<file path="src/design/htbp_pkg.sv">
// ----------------------------------------------------------------------------
// htbp_pkg
// Shared types and constants for the hierarchical token bucket policer.
// ----------------------------------------------------------------------------
`default_nettype none
package htbp_pkg;

  localparam int CONN_SLOTS   = 1024;
  localparam int PID_SLOTS    = 1024;
  localparam int CGROUP_SLOTS = 1024;
  localparam int CONN_AW      = $clog2(CONN_SLOTS);
  localparam int PID_AW       = $clog2(PID_SLOTS);
  localparam int CGROUP_AW    = $clog2(CGROUP_SLOTS);
  localparam int MAX_SLOTS    = (CONN_SLOTS > PID_SLOTS) ?
                                ((CONN_SLOTS > CGROUP_SLOTS) ? CONN_SLOTS : CGROUP_SLOTS) :
                                ((PID_SLOTS > CGROUP_SLOTS) ? PID_SLOTS : CGROUP_SLOTS);
  localparam int CLR_W        = $clog2(MAX_SLOTS);

  localparam int IDX_W   = 10;
  localparam int RATE_W  = 40;
  localparam int BURST_W = 32;
  localparam int TOK_W   = 32;
  localparam int TIME_W  = 64;
  localparam int BYTES_W = 16;

  localparam int MUL_CHUNK = 16;
  localparam int MUL_STEPS = TIME_W / MUL_CHUNK;
  localparam int STEP_W    = $clog2(MUL_STEPS);

  // x / 1e9 == ((x >> 9) * DIV_RECIP) >> 75 for every 64-bit x; 1e9 is 2^9 * 5^9
  localparam int                DIV_PRE_SHIFT  = 9;
  localparam logic [TIME_W-1:0] DIV_RECIP      = 64'h0044_B82F_A09B_5A53;
  // 75 less the 48 bits dropped while the chunks are summed
  localparam int                DIV_POST_SHIFT = 27;

  typedef enum logic {
    OP_POLICE = 1'b0,
    OP_WRITE  = 1'b1
  } htbp_op_t;

  typedef enum logic [1:0] {
    LVL_CONN   = 2'd0,
    LVL_PID    = 2'd1,
    LVL_CGROUP = 2'd2,
    LVL_GLOBAL = 2'd3
  } htbp_level_t;

  typedef enum logic [2:0] {
    S_CLEAR,
    S_IDLE,
    S_LIMIT,
    S_LEVEL,
    S_FETCH,
    S_CHARGE,
    S_DONE
  } htbp_state_t;

  typedef enum logic [2:0] {
    B_IDLE,
    B_MUL,
    B_DIV,
    B_SUM,
    B_CHECK,
    B_DONE
  } htbp_bstate_t;

  typedef struct packed {
    logic                en;
    htbp_level_t         lvl;
    logic [IDX_W-1:0]    addr;
  } htbp_tbl_rd_t;

  typedef struct packed {
    logic [RATE_W-1:0]   rate;
    logic [BURST_W-1:0]  burst;
    logic [TOK_W-1:0]    tokens;
    logic [TIME_W-1:0]   last;
  } htbp_tbl_data_t;

  typedef struct packed {
    logic                en;
    htbp_level_t         lvl;
    logic [IDX_W-1:0]    addr;
    logic [TOK_W-1:0]    tokens;
    logic [TIME_W-1:0]   last;
  } htbp_bkt_wr_t;

  typedef struct packed {
    logic                en;
    htbp_level_t         lvl;
    logic [IDX_W-1:0]    addr;
    logic [RATE_W-1:0]   rate;
    logic [BURST_W-1:0]  burst;
  } htbp_lim_wr_t;

  typedef struct packed {
    logic                start;
    logic [RATE_W-1:0]   rate;
    logic [BURST_W-1:0]  burst;
    logic [TOK_W-1:0]    tokens;
    logic [TIME_W-1:0]   last;
    logic [TIME_W-1:0]   now;
    logic [BYTES_W-1:0]  bytes;
  } htbp_bkt_req_t;

  typedef struct packed {
    logic                done;
    logic                pass;
    logic                limited;
    logic [TOK_W-1:0]    tokens;
    logic [TIME_W-1:0]   last;
  } htbp_bkt_rsp_t;

endpackage
`default_nettype wire

</file>
<file path="src/design/htbp_bucket.sv">
// ----------------------------------------------------------------------------
// htbp_bucket
// Shared bucket unit: refill by rate times elapsed time over one second,
// clamp to burst, then charge the packet.
// ----------------------------------------------------------------------------
`default_nettype none
module htbp_bucket (
  input  wire                     clk,
  input  wire                     rst_n,
  input  htbp_pkg::htbp_bkt_req_t req,
  output htbp_pkg::htbp_bkt_rsp_t rsp
);
  import htbp_pkg::*;

  htbp_bstate_t bst_r, bst_nxt;

  logic [TIME_W-1:0]  sh_r;      // multiplicand: shifted rate, then the scaled product
  logic [TIME_W-1:0]  el_r;      // multiplier, one chunk per step: elapsed, then reciprocal
  logic [TIME_W-1:0]  acc_r;     // rate times elapsed, modulo 2^64
  logic [TIME_W+MUL_CHUNK-1:0] div_r;  // reciprocal product, low chunk dropped per step
  logic [STEP_W-1:0]  cnt_r;
  logic [BURST_W-1:0] burst_r;
  logic [TOK_W-1:0]   tok_r;
  logic [TIME_W-1:0]  last_r;
  logic [TIME_W-1:0]  now_r;
  logic [BYTES_W-1:0] bytes_r;
  logic               pass_r;
  logic               lim_r;

  logic               unlimited;
  logic [TOK_W-1:0]   tok0;
  logic [TIME_W-1:0]  last0;
  logic [TIME_W-1:0]  elapsed;
  logic               refill;
  logic [TIME_W+MUL_CHUNK-1:0] prod;
  logic [TIME_W-1:0]  acc_sum;
  logic [TIME_W-1:0]  gain;
  logic [TIME_W:0]    sum;

  assign unlimited = (req.rate == '0) || (req.burst == '0);
  assign tok0      = (req.last == '0) ? req.burst : req.tokens;
  assign last0     = (req.last == '0) ? req.now : req.last;
  assign elapsed   = req.now - last0;
  assign refill    = (elapsed != '0) && !elapsed[TIME_W-1];
  assign prod      = sh_r * el_r[MUL_CHUNK-1:0];
  assign acc_sum   = acc_r + prod[TIME_W-1:0];
  assign gain      = TIME_W'(div_r >> DIV_POST_SHIFT);
  assign sum       = {1'b0, TIME_W'(tok_r)} + {1'b0, gain};

  always_comb begin
    bst_nxt = bst_r;
    case (bst_r)
      B_IDLE: begin
        if (req.start) begin
          if (unlimited) begin
            bst_nxt = B_DONE;
          end else if (refill) begin
            bst_nxt = B_MUL;
          end else begin
            bst_nxt = B_CHECK;
          end
        end
      end
      B_MUL:   if (cnt_r == STEP_W'(MUL_STEPS - 1)) bst_nxt = B_DIV;
      B_DIV:   if (cnt_r == STEP_W'(MUL_STEPS - 1)) bst_nxt = B_SUM;
      B_SUM:   bst_nxt = B_CHECK;
      B_CHECK: bst_nxt = B_DONE;
      B_DONE:  bst_nxt = B_IDLE;
      default: bst_nxt = B_IDLE;
    endcase
  end

  always_ff @(posedge clk) begin
    if (!rst_n) begin
      bst_r <= B_IDLE;
    end else begin
      bst_r <= bst_nxt;
    end
  end

  always_ff @(posedge clk) begin
    case (bst_r)
      B_IDLE: begin
        if (req.start) begin
          sh_r    <= TIME_W'(req.rate);
          el_r    <= elapsed;
          acc_r   <= '0;
          cnt_r   <= '0;
          burst_r <= req.burst;
          tok_r   <= tok0;
          last_r  <= last0;
          now_r   <= req.now;
          bytes_r <= req.bytes;
          lim_r   <= !unlimited;
          pass_r  <= 1'b1;
        end
      end
      B_MUL: begin
        acc_r <= acc_sum;
        if (cnt_r == STEP_W'(MUL_STEPS - 1)) begin
          // divide by one second: drop the power of two, then multiply by the reciprocal
          sh_r  <= acc_sum >> DIV_PRE_SHIFT;
          el_r  <= DIV_RECIP;
          div_r <= '0;
          cnt_r <= '0;
        end else begin
          sh_r  <= sh_r << MUL_CHUNK;
          el_r  <= el_r >> MUL_CHUNK;
          cnt_r <= cnt_r + 1'b1;
        end
      end
      B_DIV: begin
        div_r <= (div_r >> MUL_CHUNK) + prod;
        el_r  <= el_r >> MUL_CHUNK;
        cnt_r <= cnt_r + 1'b1;
      end
      B_SUM: begin
        tok_r  <= (sum > (TIME_W+1)'(burst_r)) ? burst_r : sum[TOK_W-1:0];
        last_r <= now_r;
      end
      B_CHECK: begin
        if (tok_r >= TOK_W'(bytes_r)) begin
          tok_r  <= tok_r - TOK_W'(bytes_r);
          pass_r <= 1'b1;
        end else begin
          pass_r <= 1'b0;
        end
      end
      default: ;
    endcase
  end

  always_comb begin
    rsp.done    = (bst_r == B_DONE);
    rsp.pass    = pass_r;
    rsp.limited = lim_r;
    rsp.tokens  = tok_r;
    rsp.last    = last_r;
  end

endmodule
`default_nettype wire

</file>
<file path="config.mk">
export PLATFORM = sky130hd
export DESIGN_NAME = htbp_bucket
export DESIGN_NICKNAME = d
export VERILOG_FILES = /design/src/design/htbp_pkg.sv /design/src/design/htbp_bucket.sv
export SDC_FILE = /design/constraint.sdc
export NUM_CORES = 2
export LEC_CHECK = 0
export ABC_AREA = 1
export BUFFER_PORTS_ARGS = -buffer_cell sky130_fd_sc_hd__buf_2
export CORE_ASPECT_RATIO = 1.25
export CORE_MARGIN = 3
export CORE_UTILIZATION = 30
export CTS_CLUSTER_DIAMETER = 100
export DETAILED_ROUTE_END_ITERATION = 8
export GPL_TIMING_DRIVEN = 1
export SYNTH_ARGS = -nofsm -noshare
export SYNTH_HDL_FRONTEND = slang
export SYNTH_SLANG_ARGS = --single-unit
</file>
<file path="constraint.sdc">
create_clock -name clk -period 10.45 [get_ports clk]
set_clock_uncertainty 0.05 [all_clocks]
set_input_delay 2.6125 -clock clk [delete_from_list [all_inputs] [get_ports clk]]
set_output_delay 2.6125 -clock clk [all_outputs]
set_load 0.03 [all_outputs]
</file>
==> qor.log <==
qor: outcome.outcome finished, final reports clean
qor: logic_synthesis.ys_top_cells_by_area sky130_fd_sc_hd__fa_1 (24%), sky130_fd_sc_hd__edfxtp_1 (19%), sky130_fd_sc_hd__nand2_1 (14%)
qor: clocking.postCtsHoldBufs 0
qor: route.detail_route.iter0.violations 4533
qor: setup_path.timing.critical_path.to_type flop
qor: sta.slew_viol_final 0
qor: sta.setup_viol 0
qor: clocking.cts_resized 0
qor: finish.stdcell_area 79500 um^2
qor: logic_synthesis.ys_ff_latch 471
qor: sta.totalNegativeSetupSlack 0 ps
qor: logic_synthesis.post_synthesis_cell_area 72600 um^2
qor: logic_synthesis.post_synthesis_cells 9967
qor: setup_path.critPathRequiredTime 10840 ps
qor: logic_synthesis.post_synthesis_mean_instance_area 7.28 um^2
qor: clocking.clock_tree.buffer_depth 3
qor: setup_path.worst_path_largest_cell_delay 1050 ps
qor: setup_path.ff2ff_setup_slack 480 ps
qor: finish.final_util 33.1%
qor: route.post_drt_via_cell_ratio 4.96
qor: clocking.clock_tree_from_tritoncts built
qor: logic_synthesis.synth_enable_flop_cells 468
qor: global_route.via_count_of_the_first_global_routing_pass 67903
qor: logic_synthesis.synth-adder-area-share 31.4%
qor: global_route.globalRoute.totalOverflow 0
qor: setup_path.timing.critical_path.slowest_stage_cell sky130_fd_sc_hd__edfxtp_1
qor: finish.drive_above_1_share 6.65%
qor: logic_synthesis.post_synth_mux_area_share 0%
qor: route.post_detailed_route_drc_marker_count 0
qor: global_route.grt_max_degree 74
qor: clocking.htree_num_levels 2
qor: setup_path.cp_max_fo 17
qor: clocking.worstSkewPairLatency 690 ps
qor: finish.design.final.nets 11658
qor: setup_path.timing.setup.critical_path_class flop to flop
qor: logic_synthesis.ys_seq_area_share 19.4%
qor: sta.worst_slew_margin_rel 22.0%
qor: setup_path.critical-path-top-delay-family adder cells
qor: logic_synthesis.synthArstFlopShare 0%
qor: clocking.cts_root_buffer sky130_fd_sc_hd__clkbuf_16
qor: route.post_detailed_route_wirelength_per_cell 20.0 um
qor: sta.final_number_of_hold_violating_endpoints 0
qor: logic_synthesis.ys.warnings.count 0
qor: global_route.global_route.usage.total 21.2%
qor: place.gpl.final_weighted_congestion 0.995
qor: global_route.grt_pass1_wl 405000 um
qor: floorplan.die_h 556 um
qor: finish.flow.area_growth_from_synthesis 9.46%
qor: clocking.clkTransAtPathRegs 60 ps
qor: logic_synthesis.post-synth-top-area-fraction 24.0%
qor: floorplan.std_cell_rows 201
qor: route.route.antenna.remaining_nets 0
qor: hold_path.hold_class flop to flop
qor: logic_synthesis.synthFlopType sky130_fd_sc_hd__edfxtp_1
qor: setup_path.critPathLaunchType flop
qor: place.hpwl 221000 um
qor: route.finalWirelength 266000 um
qor: sta.min_period_over_period 95.4%
qor: route.drt-pass1-iter-count 6
qor: floorplan.floorplan.initialDensity 30.2%
qor: clocking.cts_post_setup_buffers_inserted 0
qor: sta.max_freq 100 MHz
qor: logic_synthesis.synth_xor_xnor_area_share 2.31%
qor: logic_synthesis.synth-simple-area-share 23.4%
qor: floorplan.design.core.area 240000 um^2
qor: logic_synthesis.yosysTopAreaCell sky130_fd_sc_hd__fa_1
qor: logic_synthesis.syn_nets 11520
qor: clocking.tritoncts_num_sinks 471
qor: floorplan.ioPinCount 350
qor: setup_path.timing.critical_path.buf_inv 6
qor: clocking.numCtsBuffers 53
qor: sta.post-route-min-period 9970 ps
qor: setup_path.worst_r2r_path_depth 32
qor: sta.worst-slew-pin-transition 1160 ps
qor: finish.layout_common_cells sky130_fd_sc_hd__nand2_1 (2660), sky130_fd_sc_hd__inv_1 (2154), sky130_fd_sc_hd__fa_1 (870), sky130_fd_sc_hd__nor2_1 (825), sky130_fd_sc_hd__a21oi_1 (602)
qor: place.detailed_place.area 77700 um^2
qor: sta.grt_setup_unrepaired no
qor: logic_synthesis.synth_top_family_by_area adder cells
qor: logic_synthesis.yosys.cell_types.count 66
qor: hold_path.min_delay_path_depth 2
qor: setup_path.cp.arrival 10360 ps
qor: place.io_buffer_count 349
qor: setup_path.cp_num_cells 32
qor: route.dr_total_vias 65955
qor: finish.layout.cells.most_common sky130_fd_sc_hd__nand2_1
qor: logic_synthesis.compound_gate_fraction_of_synth_area 10.3%
qor: run.max_cap_violations 0
qor: floorplan.design.die.area 248000 um^2
qor: global_route.antenna_found_initial 11
qor: floorplan.chipWidth 446 um
-- cells by family (layout without fill, tap and decap cells) --
group / after synthesis / in the layout
compound gates: 1359 / 1359
xor+xnor: 189 / 189
fa+ha+maj: 1302 / 1302
buf+inv: 2519 / 2702
flops: 471 / 471
other cells: 0 / 2
simple gates: 4127 / 4127
-- layer usage --
layer,vias up,part of all wire [%],track usage (%)
met5,-,0.015,0
met4,6,5.9,10.9
met3,577,4.9,2.01
met2,2238,50,38.2
met1,32052,39,24.7
li1,31082,-,-
-- worst min-delay path: stages (launching register included) --
cell and delay (ps):
sky130_fd_sc_hd__edfxtp_1 320, sky130_fd_sc_hd__nand2_1 40, sky130_fd_sc_hd__o21ai_0 50
-- layout make-up --
type | instances | area [um^2]
clock buffers | 63 | 1360
multi-input cells | 6977 | 49000
fillers | 26069 | 161000
repair buffers | 416 | 2400
clock inverters | 37 | 440
diodes | 2 | 5.00
flip-flops and latches | 471 | 14100
inverters | 2186 | 8210
well taps | 3146 | 3940
-- cells in the mapped netlist (4+ instances only) --
cell type                   instances
sky130_fd_sc_hd__nor3_2             8
sky130_fd_sc_hd__inv_2             22
sky130_fd_sc_hd__a211oi_1           5
sky130_fd_sc_hd__a21oi_2            4
sky130_fd_sc_hd__ha_1             432
sky130_fd_sc_hd__buf_2              9
sky130_fd_sc_hd__xnor2_1           83
sky130_fd_sc_hd__nor4_1            44
sky130_fd_sc_hd__nor2_2            31
sky130_fd_sc_hd__nor2_1           827
sky130_fd_sc_hd__o31ai_1            7
sky130_fd_sc_hd__o21a_1            36
sky130_fd_sc_hd__o21ai_2            4
sky130_fd_sc_hd__o22ai_1           24
sky130_fd_sc_hd__a21oi_1          602
sky130_fd_sc_hd__nand3_2           39
sky130_fd_sc_hd__edfxtp_1         468
sky130_fd_sc_hd__o21ai_1           17
sky130_fd_sc_hd__fa_1             870
sky130_fd_sc_hd__nand2_2           24
sky130_fd_sc_hd__clkinv_1           6
sky130_fd_sc_hd__o21ai_0          443
sky130_fd_sc_hd__nand3_1          255
sky130_fd_sc_hd__a21boi_0          17
sky130_fd_sc_hd__and2_1             4
sky130_fd_sc_hd__nand3b_1          35
sky130_fd_sc_hd__nor3_1            71
sky130_fd_sc_hd__nand2_1         2665
sky130_fd_sc_hd__o221ai_1           7
sky130_fd_sc_hd__nand4_1           92
sky130_fd_sc_hd__buf_1             50
sky130_fd_sc_hd__and3_1             9
sky130_fd_sc_hd__buf_4             11
sky130_fd_sc_hd__clkbuf_1         260
sky130_fd_sc_hd__o211ai_1          41
sky130_fd_sc_hd__inv_1           2158
sky130_fd_sc_hd__a22o_1             6
sky130_fd_sc_hd__o21bai_1          25
sky130_fd_sc_hd__a31oi_1           85
sky130_fd_sc_hd__o2111ai_1          4
sky130_fd_sc_hd__xor2_1           103
sky130_fd_sc_hd__a21o_1            19
sky130_fd_sc_hd__or2_2              7
-- flip-flops by register name (all words and copies together) (netlist names) --
signal	flops
cnt_r	2
lim_r	1
bytes_r	16
sh_r	64
bst_r	3
el_r	64
tok_r	32
now_r	64
pass_r	1
acc_r	64
last_r	64
burst_r	32
div_r	64
-- final timing paths --
kind	from	end
hold / removal	el_r[46]	el_r[30]
setup / recovery	sh_r[38]	acc_r[63]
hold reg to reg	el_r[46]	el_r[30]
setup reg to reg	sh_r[38]	acc_r[63]
-- through the flow --
stage               instances  setup WS [ps]  hold WS, ps
floorplan                9967           2710          444
global placement        13196            711          451
detailed placement      13196            740          462
CTS                     13296            681          458
global route            13298            104          495
finish                  13298            478          453
Power is not shown: default switching activity piles up to over one toggle a cycle in this logic, so the estimate is an artifact.
